<file path="config.mk">
export PLATFORM = sky130hd
export DESIGN_NAME = ultrasonic_echo_ranging_sequencer_top
export DESIGN_NICKNAME = d
export VERILOG_FILES = /design/src/sv/uers_pkg.sv /design/src/sv/ultrasonic_echo_ranging_sequencer_top.sv
export SDC_FILE = /design/constraint.sdc
export NUM_CORES = 1
export LEC_CHECK = 0
export ABC_CLOCK_PERIOD_IN_PS = 25500
export BUFFER_PORTS_ARGS = -buffer_cell sky130_fd_sc_hd__buf_2
export CORE_MARGIN = 2
export CORE_UTILIZATION = 50
export CTS_BUF_LIST = sky130_fd_sc_hd__clkbuf_16
export DETAILED_ROUTE_END_ITERATION = 8
export PLACE_DENSITY = 0.73
export SETUP_SLACK_MARGIN = 0.05
export SLEW_MARGIN = 10
export SYNTH_ARGS = -nofsm -noshare
export SYNTH_HDL_FRONTEND = slang
export SYNTH_SLANG_ARGS = --single-unit
</file>
<file path="constraint.sdc">
create_clock -name i_clk -period 25.5 [get_ports i_clk]
set_input_delay 7.65 -clock i_clk [delete_from_list [all_inputs] [get_ports i_clk]]
set_output_delay 7.65 -clock i_clk [all_outputs]
set_load 0.01 [all_outputs]
</file>
<file path="src/sv/uers_pkg.sv">
`timescale 1ns / 1ps
// Shared types and constants for the ultrasonic echo ranging sequencer.
// No dependencies; used by the top level and its checker.
package uers_pkg;

    typedef enum logic [3:0] {
        ST_READY = 4'd0,
        ST_TRIG  = 4'd1,
        ST_WAIT  = 4'd2,
        ST_RISE  = 4'd3,
        ST_FALL  = 4'd4,
        ST_CAPT  = 4'd5,
        ST_CALC  = 4'd6,
        ST_DONE  = 4'd7,
        ST_TOUT  = 4'd8
    } t_stage;

    typedef enum logic {
        CMD_STEP = 1'b0,
        CMD_CAPT = 1'b1
    } t_cmd;

    // Configuration register indexes
    localparam logic [1:0] CFG_RISE_CH = 2'd0;
    localparam logic [1:0] CFG_FALL_CH = 2'd1;
    localparam logic [1:0] CFG_GAP     = 2'd2;
    localparam logic [1:0] CFG_TIMEOUT = 2'd3;

    localparam logic [1:0]  RISE_CH_RST = 2'd0;
    localparam logic [1:0]  FALL_CH_RST = 2'd1;
    localparam logic [23:0] GAP_RST     = 24'd60000;
    localparam logic [23:0] TIMEOUT_RST = 24'd30000;

    // floor(d*5/29) = (d * 5 * ceil(2^24/29)) >> 24 for every 16-bit d
    localparam int          RECIP_SHIFT = 24;
    localparam logic [21:0] RANGE_MULT  = 22'd2892625;
    localparam int          PROD_W      = 38;

    localparam logic [13:0] RANGE_MAX   = 14'd11299;

endpackage

</file>
<file path="src/sv/ultrasonic_echo_ranging_sequencer_top.sv">
`timescale 1ns / 1ps
// Ultrasonic echo ranging sequencer: stage machine, capture stamps, range math.
// Depends on uers_pkg.
//
//  channel | handshake                    | payload
//  --------+------------------------------+-------------------------------------------
//  in      | i_in_valid / o_in_stall      | i_cmd, i_now_us, i_chan, i_stamp
//  out     | o_out_valid / i_out_stall    | o_stage, o_distance_mm, o_trig_fire,
//          |                              | o_capture_armed
//  cfg     | i_cfg_valid / o_cfg_ready    | i_cfg_index, i_cfg_data
//
// One request per cycle while the output is not stalled; each request passes the input
// register, then the result register. The range multiply and the elapsed-time
// compare sit between those two registers. Synchronous active-low reset clears the
// sequencer state and the config registers to their defaults. An output stall holds
// the result register and backs up into the input register.
module ultrasonic_echo_ranging_sequencer_top
    import uers_pkg::*;
(
    input  logic        i_clk,
    input  logic        i_rst_n,
    input  logic        i_in_valid,
    output logic        o_in_stall,
    input  logic        i_cmd,
    input  logic [31:0] i_now_us,
    input  logic [1:0]  i_chan,
    input  logic [15:0] i_stamp,
    output logic        o_out_valid,
    input  logic        i_out_stall,
    output logic [3:0]  o_stage,
    output logic [13:0] o_distance_mm,
    output logic        o_trig_fire,
    output logic        o_capture_armed,
    input  logic        i_cfg_valid,
    output logic        o_cfg_ready,
    input  logic [1:0]  i_cfg_index,
    input  logic [23:0] i_cfg_data
);

    // Config
    logic [1:0]  r_rise_ch, r_fall_ch;
    logic [23:0] r_gap, r_timeout;

    // Input register
    logic        r_in_valid;
    logic        r_in_cmd;
    logic [31:0] r_in_now;
    logic [1:0]  r_in_chan;
    logic [15:0] r_in_stamp;

    // Sequencer state
    t_stage      r_stage, n_stage;
    logic [31:0] r_mark, n_mark;
    logic [15:0] r_rise, n_rise;
    logic [15:0] r_fall, n_fall;
    logic [13:0] r_range, n_range;
    logic        r_armed, n_armed;
    logic        n_fire;

    // Result register
    logic        r_out_valid;
    logic [3:0]  r_out_stage;
    logic [13:0] r_out_dist;
    logic        r_out_fire;
    logic        r_out_armed;

    logic              advance;
    logic              load_in;
    logic [31:0]       elapsed;
    logic              gap_met;
    logic              timed_out;
    logic [15:0]       diff;
    logic [PROD_W-1:0] prod;

    assign advance    = !r_out_valid || !i_out_stall;
    assign o_in_stall = r_in_valid && !advance;
    assign load_in    = i_in_valid && !o_in_stall;
    assign o_cfg_ready = 1'b1;

    assign elapsed   = r_in_now - r_mark;
    assign gap_met   = elapsed >= {8'd0, r_gap};
    assign timed_out = elapsed > {8'd0, r_timeout};
    assign diff      = r_fall - r_rise;
    assign prod      = {{(PROD_W-16){1'b0}}, diff} * {{(PROD_W-22){1'b0}}, RANGE_MULT};

    always_comb begin
        n_stage = r_stage;
        n_mark  = r_mark;
        n_rise  = r_rise;
        n_fall  = r_fall;
        n_range = r_range;
        n_armed = r_armed;
        n_fire  = 1'b0;
        if (r_in_cmd == CMD_CAPT) begin
            if (r_stage inside {ST_WAIT, ST_RISE, ST_FALL}) begin
                // rise channel wins when both channels match
                if (r_in_chan == r_rise_ch) begin
                    n_rise = r_in_stamp;
                end else if (r_in_chan == r_fall_ch) begin
                    n_fall = r_in_stamp;
                end
            end
        end else begin
            case (r_stage)
                ST_READY: begin
                    if (gap_met) n_stage = ST_TRIG;
                end
                ST_TRIG: begin
                    n_rise  = '0;
                    n_fall  = '0;
                    n_fire  = 1'b1;
                    n_armed = 1'b1;
                    n_mark  = r_in_now;
                    n_stage = ST_WAIT;
                end
                ST_WAIT: n_stage = ST_RISE;
                ST_RISE: begin
                    // a seen stamp beats the timeout
                    if (r_rise != '0) n_stage = ST_FALL;
                    else if (timed_out) n_stage = ST_TOUT;
                end
                ST_FALL: begin
                    if (r_fall != '0) n_stage = ST_CAPT;
                    else if (timed_out) n_stage = ST_TOUT;
                end
                ST_CAPT: begin
                    n_armed = 1'b0;
                    n_stage = ST_CALC;
                end
                ST_CALC: begin
                    n_range = prod[RECIP_SHIFT +: 14];
                    n_stage = ST_DONE;
                end
                ST_DONE: begin
                    n_mark  = r_in_now;
                    n_stage = ST_READY;
                end
                ST_TOUT: begin
                    n_armed = 1'b0;
                    n_mark  = r_in_now;
                    n_stage = ST_READY;
                end
                default: n_stage = r_stage;
            endcase
        end
    end

    always_ff @(posedge i_clk) begin
        if (!i_rst_n) begin
            r_rise_ch <= RISE_CH_RST;
            r_fall_ch <= FALL_CH_RST;
            r_gap     <= GAP_RST;
            r_timeout <= TIMEOUT_RST;
        end else if (i_cfg_valid && o_cfg_ready) begin
            case (i_cfg_index)
                CFG_RISE_CH: r_rise_ch <= i_cfg_data[1:0];
                CFG_FALL_CH: r_fall_ch <= i_cfg_data[1:0];
                CFG_GAP:     r_gap     <= i_cfg_data;
                CFG_TIMEOUT: r_timeout <= i_cfg_data;
                default:     r_gap     <= r_gap;
            endcase
        end
    end

    always_ff @(posedge i_clk) begin
        if (!i_rst_n) begin
            r_in_valid <= 1'b0;
        end else if (load_in) begin
            r_in_valid <= 1'b1;
        end else if (advance) begin
            r_in_valid <= 1'b0;
        end
    end

    always_ff @(posedge i_clk) begin
        if (load_in) begin
            r_in_cmd   <= i_cmd;
            r_in_now   <= i_now_us;
            r_in_chan  <= i_chan;
            r_in_stamp <= i_stamp;
        end
    end

    always_ff @(posedge i_clk) begin
        if (!i_rst_n) begin
            r_stage     <= ST_READY;
            r_mark      <= '0;
            r_rise      <= '0;
            r_fall      <= '0;
            r_range     <= '0;
            r_armed     <= 1'b0;
            r_out_valid <= 1'b0;
        end else if (advance) begin
            r_out_valid <= r_in_valid;
            if (r_in_valid) begin
                r_stage <= n_stage;
                r_mark  <= n_mark;
                r_rise  <= n_rise;
                r_fall  <= n_fall;
                r_range <= n_range;
                r_armed <= n_armed;
            end
        end
    end

    always_ff @(posedge i_clk) begin
        if (advance && r_in_valid) begin
            r_out_stage <= n_stage;
            r_out_dist  <= n_range;
            r_out_fire  <= n_fire;
            r_out_armed <= n_armed;
        end
    end

    assign o_out_valid     = r_out_valid;
    assign o_stage         = r_out_stage;
    assign o_distance_mm   = r_out_dist;
    assign o_trig_fire     = r_out_fire;
    assign o_capture_armed = r_out_armed;

endmodule

</file>
* Word-level counts from Yosys, hierarchy flattened
Index checks and enable logic that the tools add are counted.
** Storage, ports and cells
- Register bits :: 208
- Bits of input ports :: 82
- Word-level logic and storage cells :: 90
- Output and inout bits :: 23
** Cells by class
- Equality and inequality tests :: 17
- Multiplexer cells :: 21
- Multiply operators :: 1
- Add/subtract/negate cells :: 2
- $lt $le $gt $ge :: 2
- Reductions and logical operators :: 26
- Bitwise logic cells :: 1
** Operators by type and width (number)
- 16-bit 2-to-1 mux :: 8
- 16-bit by 22-bit multiplier with 38-bit output (second input constant) :: 1
- 32-bit by 24-bit >= comparator with 1-bit output :: 1
- 32-bit by 24-bit > comparator with 1-bit output :: 1
- 4-bit one-hot mux with 8 select lines :: 1
- 16-bit nonzero test :: 2
- 32-bit subtractor :: 1
- 14-bit 2-to-1 mux :: 2
- 4-bit 2-to-1 mux :: 5
- 4-bit by 3-bit equality test with 1-bit output (second input constant) :: 4
- 16-bit subtractor :: 1
- 2-bit AND reduction :: 5
- 4-bit by 2-bit equality test with 1-bit output (second input constant) :: 2
- 2-bit by 1-bit != test with 1-bit output (second input constant) :: 3
- 6-bit AND reduction :: 1
- 5-bit AND reduction :: 1
- 2-bit equality test :: 2
- 2-bit equality test (second input constant) :: 2
- 4-bit by 1-bit equality test with 1-bit output (second input constant) :: 1
- 4-bit equality test (second input constant) :: 1
- 1-bit logical NOT :: 4
- 4-bit logical NOT :: 1
- 1-bit 2-to-1 mux :: 4
- 4-bit AND reduction :: 1
- 11 further kinds :: 15

* Depth between registers and ports, before layout
Gate-level depths: netlist of the first run.
- Word-level depth :: 7
- Gate-level depth with buffers :: 35

* Worst setup path before layout of the first run
Ideal clock, no wire load.
- Path kind :: input -> output
- From :: input port i_out_stall
- To :: output port o_in_stall
- Path buffers :: 0
- Stages on the path :: 1
- Data arrival time :: 7.869 ns
- Path slack :: 9.981 ns
- Path through :: and3_1
** Between the ends
- Cells in the longest elaborated chain, start to end :: 4
** RTL lines
- from (decl) :: line ultrasonic_echo_ranging_sequencer_top.sv:29 : input logic i_out_stall,
- 1-bit logical NOT :: line ultrasonic_echo_ranging_sequencer_top.sv:75 : assign advance = !r_out_valid || !i_out_stall;
- 1-bit logical OR :: line ultrasonic_echo_ranging_sequencer_top.sv:75
- 1-bit logical NOT :: line ultrasonic_echo_ranging_sequencer_top.sv:76 : assign o_in_stall = r_in_valid && !advance;
- 1-bit logical AND :: line ultrasonic_echo_ranging_sequencer_top.sv:76
- to (decl) :: line ultrasonic_echo_ranging_sequencer_top.sv:23 : output logic o_in_stall,
Every way passes these cells.

* Worst setup path in the final report of the first run
Same ends and word-level chain as after synthesis.

==> metrics, run 1 <==
status=finished clean; synthesized flop and latch total=about 210; setup TNS=0 ps; synthesized cell area=0.0165 sq mm; dpl cell area=0.0174 sq mm; Cell variety after synth=86; Final Hold Fails=0; Worst EP required=17,850 ps; total CTS buffers=24; GRT Total Usage=22.7%; worst r2r src=r_rise[1]; Inserted Diodes=0; # DRC=0; Final nets=2,302; RSZ-0062 raised after global routing=no; Net Count, Synth=roughly 2,200; final wirelength=about 38,000 um; FP Rows=66; port bufs=approximately 100; f_max=0.0633 GHz; Worst Max-Slew Pin Slew=1240 ps; H-tree Lvls=1; hpwl dp=29,600 um; worst clock skew=17.6 ps; CTS root buffer=clkbuf_16; DR iter-0 viols=approximately 860; vias per std cell=5.45; pin count of the biggest net entering global routing=71; worst-path maximum fanout=3; Synth Flop Type=dfxtp_1; r2r setup slk=15,860 ps; Tcrit/Tclk final=61.9%; hold path startpoint=r_range[5]; Longest Clk Path Bufs=3; Fillers=2,934; vias in the first global route=13,200; slowest stage delay, CP=240 ps; EDFF count, synth=71; routability cong.=0.903; startpoint types=input port; Synth Warn #=0; GRT Residual Overflow=0; Final Critical Period=around 16,000 ps; pwr dens=52.7 mW/mm^2; crit path kind=in -> out; most used cell, CP=buf_2; vias=12,800; Initial Utilization=50.8%; DRT Pass-1 Iters=6; first-pass GRT wire length=63,000 um; slowest stage cell, crit path=and3_1; layout cell share with drive strength beyond 1=just under 10%; synth top area cells=ha_1 19%, dfxtp_1 17%, edfxtp_1 13%; most common cell in the netlist=inv_1; area leader, netlist=ha_1; Data arrival, critical path=8150 ps; R2R depth=35; Worst R2R End=o_distance_mm[7]; Die Ht=186 um; clk slew on worst S/H paths=60 ps; Slew HR=between 15 and 20%; Post-Syn Instances=1,810; critical path, cell by cell=buf_2 -> and3_1 -> buf_2; post-cts resize count=0; hold endpoint=r_range[5]; hold path depth=2; post-route ant nets=0; DIE AREA=0.0345 sq mm; worst vdd ir=0.0585 mV; WL/cell=16.2 um; maxcap violations=0; Design Area, Final=around 0.018 sq mm; ys async rst share=0%; cts hold-fix bufs=0; Leak=8.45 nW; IO Pins=105; antenna violations before repair=0; mean post-synth cell area=9.14 sq um; CP endpoint kind=primary output; synthesis-to-layout area growth=10.2%; Max Transition Viols Final=0; part of the Yosys area used for sequential elements=29.5%; TritonCTS clock tree=built; synth cell count leaders=272 x inv_1, 253 x ha_1, 158 x nand2_1, 139 x nor2_1, 137 x dfxtp_1; Hold WC Path Type=reg -> reg; Die X=186 um; Bufs and invs on worst path=2; # Post-CTS Setup Buffers=0; Top Family by Delay on Critical Path=buffers and inverters; Sink Count=208; endpoints failing setup=0; CORE AREA=between 0.03 and 0.04 sq mm; Synth top area share=19.1%; clock latency on the worst-skew pair=around 530 ps
[cells in the final DEF (no fill, tap or decap), types with 12 or more instances in the layout]
| master | synthesis | final |
|---|---|---|
| nand3_1 | 26 | 26 |
| clkbuf_16 | 0 | 25 |
| xnor2_1 | 34 | 34 |
| xor2_1 | 27 | 27 |
| o21ai_0 | 62 | 62 |
| a21o_1 | 28 | 28 |
| nand2b_1 | 14 | 14 |
| nor3_1 | 21 | 21 |
| o21a_1 | 19 | 19 |
| a211oi_1 | 12 | 12 |
| fa_1 | 76 | 76 |
| ha_1 | 253 | 253 |
| a21oi_1 | 116 | 116 |
| nand2_1 | 158 | 158 |
| mux2i_1 | 69 | 69 |
| nor2_1 | 139 | 138 |
| inv_1 | 272 | 277 |
| edfxtp_1 | 71 | 71 |
| dfxtp_1 | 137 | 137 |
| nand4_1 | 22 | 22 |
| nor2b_1 | 13 | 12 |
| a31oi_1 | 12 | 12 |
| buf_2 | 5 | 103 |
| and2_1 | 21 | 21 |
| o211ai_1 | 19 | 19 |
[metrics by stage]
step	cells	power [mW]	setup slack, ps	util [%]	hold WS [ps]
after floorplan	1810	0.547	9980	-	433
after global placement	2307	0.607	9720	53.5	439
after CTS	2351	0.970	9710	56.0	455
final	2351	0.961	9700	56.0	453
after detailed placement	2307	0.615	9700	53.5	446
after global routing	2351	1.02	9660	56.0	472
[flip-flops by register name (all words and copies together), names as in the netlist]
signal and flops:
r_in_now 32, r_mark 32, r_gap 24, r_timeout 24, r_fall 16, r_in_stamp 16, r_rise 16, o_distance_mm 14
r_range 14, o_stage 4, r_stage 4, r_fall_ch 2, r_in_chan 2, r_rise_ch 2, o_capture_armed 1, o_out_valid 1
o_trig_fire 1, r_armed 1, r_in_cmd 1, r_in_valid 1
[metal layers]
layer  track usage (%)  share of wire, %
met1              28.5                43
met4              8.63               3.6
met2              39.9                48
met3              2.78               4.5
met5                 0                 0
[area by class of cell]
| type | instances | area [sq um] | share of cell area (%) |
|---|---|---|---|
| multi-input cells | 1275 | 10400 | 57.1 |
| clock buffers | 25 | 626 | 3.43 |
| inverters | 273 | 1030 | 5.63 |
| clock inverters | 19 | 179 | 0.982 |
| well taps | 442 | 553 | 3.03 |
| repair buffers | 109 | 561 | 3.08 |
| flip-flops and latches | 208 | 4870 | 26.7 |
[kinds of logic (layout without fill, tap and decap cells)]
| kind of cell | count (synthesis) | in the layout | synth area share (%) |
|---|---|---|---|
| AND/OR/NAND/NOR | 474 | 474 | 13.7 |
| AO/OA/AOI/OAI | 336 | 336 | 13.0 |
| adder cells (fa/ha/maj) | 329 | 329 | 28.3 |
| buffers and inverters | 327 | 426 | 7.73 |
| flip-flops | 208 | 208 | 29.5 |
| multiplexers | 74 | 74 | 4.52 |
| XOR/XNOR | 61 | 61 | 3.23 |
| other | 1 | 1 | 0.0227 |
[worst register-to-register path: cells and delay by family (launching register included)]
kind            cells  cell delay, ps
fa+ha+maj           8            3510
compound gates     10            2090
simple gates        8            1990
xor+xnor            1             650
flops               1             430
buf+inv             7             420
mux                 1             230
[power breakdown]
| group | internal [mW] | leakage (nW) | total, mW | switching, mW |
|---|---|---|---|---|
| Sequential | 0.354 | 1.80 | 0.361 | 0.00675 |
| Combinational | 0.0978 | 6.23 | 0.248 | 0.150 |
| Clock | 0.209 | 0.419 | 0.352 | 0.142 |
| Total | 0.661 | 8.45 | 0.961 | 0.299 |
[worst max-delay path by stage]
stage                     cells after the start        start         end  slack, ps
final                                         3  i_out_stall  o_in_stall       9700
after global routing                          3  i_out_stall  o_in_stall       9660
after CTS                                     3  i_out_stall  o_in_stall       9710
after detailed placement                      3  i_out_stall  o_in_stall       9700
after global placement                        3  i_out_stall  o_in_stall       9720
after floorplan                               1  i_out_stall  o_in_stall       9980
No activity file was read; power rests on OpenSTA's default activity.
==> run 2: changes to the inputs <==
- ABC_CLOCK_PERIOD_IN_PS: 25500 -> 14200
- PLACE_DENSITY: 0.73 -> 0.75
- clock period: 25.5 -> 14.2 ns (I/O delays scaled with it)
==> run 2 against run 1 <==
Effect of this change:
- count of clock-buffer cells in the layout up 1
- design area barely moved
- combinational power increased by 80%
- critical endpoint is now o_distance_mm[7]
- largest cell class unchanged
- highest routed layer unchanged
==> metrics, run 2 (synthesis results as in run 1) <==
Final Hold Fails=0 (unchanged); Data arrival, critical path=9340 ps (was 8150 ps); RSZ-0062 raised after global routing=no (unchanged); CP endpoint kind=flop (was primary output); WL/cell=16.1 um (was 16.2 um); Max Transition Viols Final=0 (unchanged); CTS root buffer=clkbuf_16 (unchanged); Final nets=2,306 (was 2,302); clk slew on worst S/H paths=60 ps (about the same); Inserted Diodes=0 (unchanged); post-route ant nets=0 (unchanged); most common cell after layout, fill and taps aside=inv_1 (unchanged); endpoints failing setup=0 (unchanged); Top Registers=r_in_now (32), r_mark (32) (unchanged); Final Critical Period=9090 ps; slowest stage cell, crit path=fa_1 (was and3_1); H-tree Lvls=1 (unchanged); worst clock skew=23.3 ps (was 17.6 ps); startpoint types=flop (was input port); Hold WC Path Type=reg -> reg (unchanged); Die X=186 um (unchanged); worst r2r src=r_rise[1] (unchanged); non-filler instance count after layout=2,355 (was 2,351); vias in the first global route=13,000 (was 13,200); f_max=0.110 GHz; setup TNS=0 ps (unchanged); worst vdd ir=0.0946 mV (was 0.0585 mV); # Post-CTS Setup Buffers=0 (unchanged); Leak=8.44 nW (was 8.45 nW); Die Ht=186 um (unchanged); maxcap violations=0 (unchanged); port bufs=103 (unchanged); layout cell share with drive strength beyond 1=9.98% (was 9.69%); first-pass GRT wire length=62,900 um (was 63,000 um); routability cong.=0.948 (was 0.903); IO Pins=105 (unchanged); R2R depth=35 (unchanged); Tcrit/Tclk final=64.0%; final wirelength=37,900 um (was 38,000 um); Fillers=2,943 (was 2,934); vias=12,900 (was 12,800); clock latency on the worst-skew pair=530 ps (about the same); Sink Count=208 (unchanged); GRT Residual Overflow=0 (unchanged); pin count of the biggest net entering global routing=85 (was 71); Worst R2R End=o_distance_mm[7] (unchanged); hold endpoint=r_timeout[6] (was r_range[5]); DIE AREA=0.0345 sq mm (unchanged); crit path kind=reg -> reg (was in -> out); hold path startpoint=r_timeout[6] (was r_range[5]); status=finished clean (unchanged); Worst EP required=14,450 ps (was 17,850 ps); TritonCTS clock tree=built (unchanged); # DRC=0 (unchanged); Finished Core Util=56.0% (about the same); Sequential Area=0.00487 sq mm (unchanged); most frequent cells in the layout=275 x inv_1, 253 x ha_1, 158 x nand2_1 (was 277 x inv_1, 253 x ha_1, 158 x nand2_1); DR iter-0 viols=818 (was 864); post-cts resize count=0 (unchanged); DRT Pass-1 Iters=5 (was 6); FP Rows=66 (unchanged); Bufs and invs on worst path=7 (was 2); Longest Clk Path Bufs=3 (unchanged); vias per std cell=5.49 (was 5.45); most used cell, CP=inv_1 (was buf_2); area of the multi-input gates=0.0104 sq mm (about the same); slowest stage delay, CP=540 ps (was 240 ps); hold path depth=2 (unchanged); pwr dens=93.1 mW/mm^2 (was 52.7 mW/mm^2); CORE AREA=0.0325 sq mm (unchanged); GRT Total Usage=22.6% (was 22.7%); r2r setup slk=5110 ps (was 15,860 ps); total CTS buffers=24 (unchanged); Slew HR=18.1% (was 17.1%); antenna violations before repair=0 (unchanged); hpwl dp=29,900 um (was 29,600 um); worst hold slack=453 ps (about the same); Worst Max-Slew Pin Slew=1230 ps (was 1240 ps); synthesis-to-layout area growth=10.3% (was 10.2%); placed insts=2,311 (was 2,307); Initial Utilization=50.8% (unchanged); worst-path maximum fanout=6 (was 3); cts hold-fix bufs=0 (unchanged); Top Family by Delay on Critical Path=adder cells (was buffers and inverters)
[run 2: changes by cell type in the layout (fill, tap and decap cells not counted), moves of 2 or more]
| cell | delta |
|---|---|
| inv_1 | -2 |
| clkinvlp_4 | +3 |
| bufinv_16 | -2 |
| buf_4 | +4 |
[run 2: area by class of cell]
| class | instances | share of cell area, % |
|---|---|---|
| multi-input combinational | 1275 | 57.1 |
| sequential | 208 | 26.7 |
| inverter | 273 | 5.63 |
| clock buffer | 26 | 3.57 |
| timing repair buffer | 113 | 3.24 |
| tap | 442 | 3.03 |
| clock inverter | 18 | 0.734 |
[run 2: through the flow]
stage / setup WS, ps / cell area (sq um) / power (mW)
after floorplan: 5460 / 16500 / 0.983
after global placement: 5210 / 17400 / 1.09
after detailed placement: 5090 / 17400 / 1.10
after CTS: 5070 / 18200 / 1.71
after global routing: 4400 / 18200 / 1.80
final: 5110 / 18200 / 1.70
[run 2: how the worst max path moves through the flow]
stage,end,slack (ps),cells after the start,from
2_1_floorplan,o_in_stall,5460,1,i_out_stall
3_3_place_gp,o_in_stall,5210,3,i_out_stall
3_5_place_dp,o_distance_mm[7],5090,35,r_rise[1]
4_1_cts,o_distance_mm[7],5070,35,r_rise[1]
5_1_grt,o_distance_mm[7],4400,35,r_rise[1]
6_report,o_distance_mm[7],5110,35,r_rise[1]
[run 2: report_power, final]
part | internal [mW] | switching, mW | total, mW
registers | 0.636 | 0.0112 | 0.647
logic | 0.178 | 0.268 | 0.446
clock network | 0.352 | 0.253 | 0.604
[run 2: metal layers]
layer	vias up	part of all wire (%)	GRT usage, %
met3	73	4.7	2.95
met1	6165	44	28.7
met4	0	3.0	6.90
met5	-	0	0
met2	314	48	39.8
li1	6373	-	-
[run 2: tightest hold or removal path, delay by kind of cell (launching register included)]
family	cells	cell delay, ps
flops	1	310
compound gates	1	50
simple gates	1	50
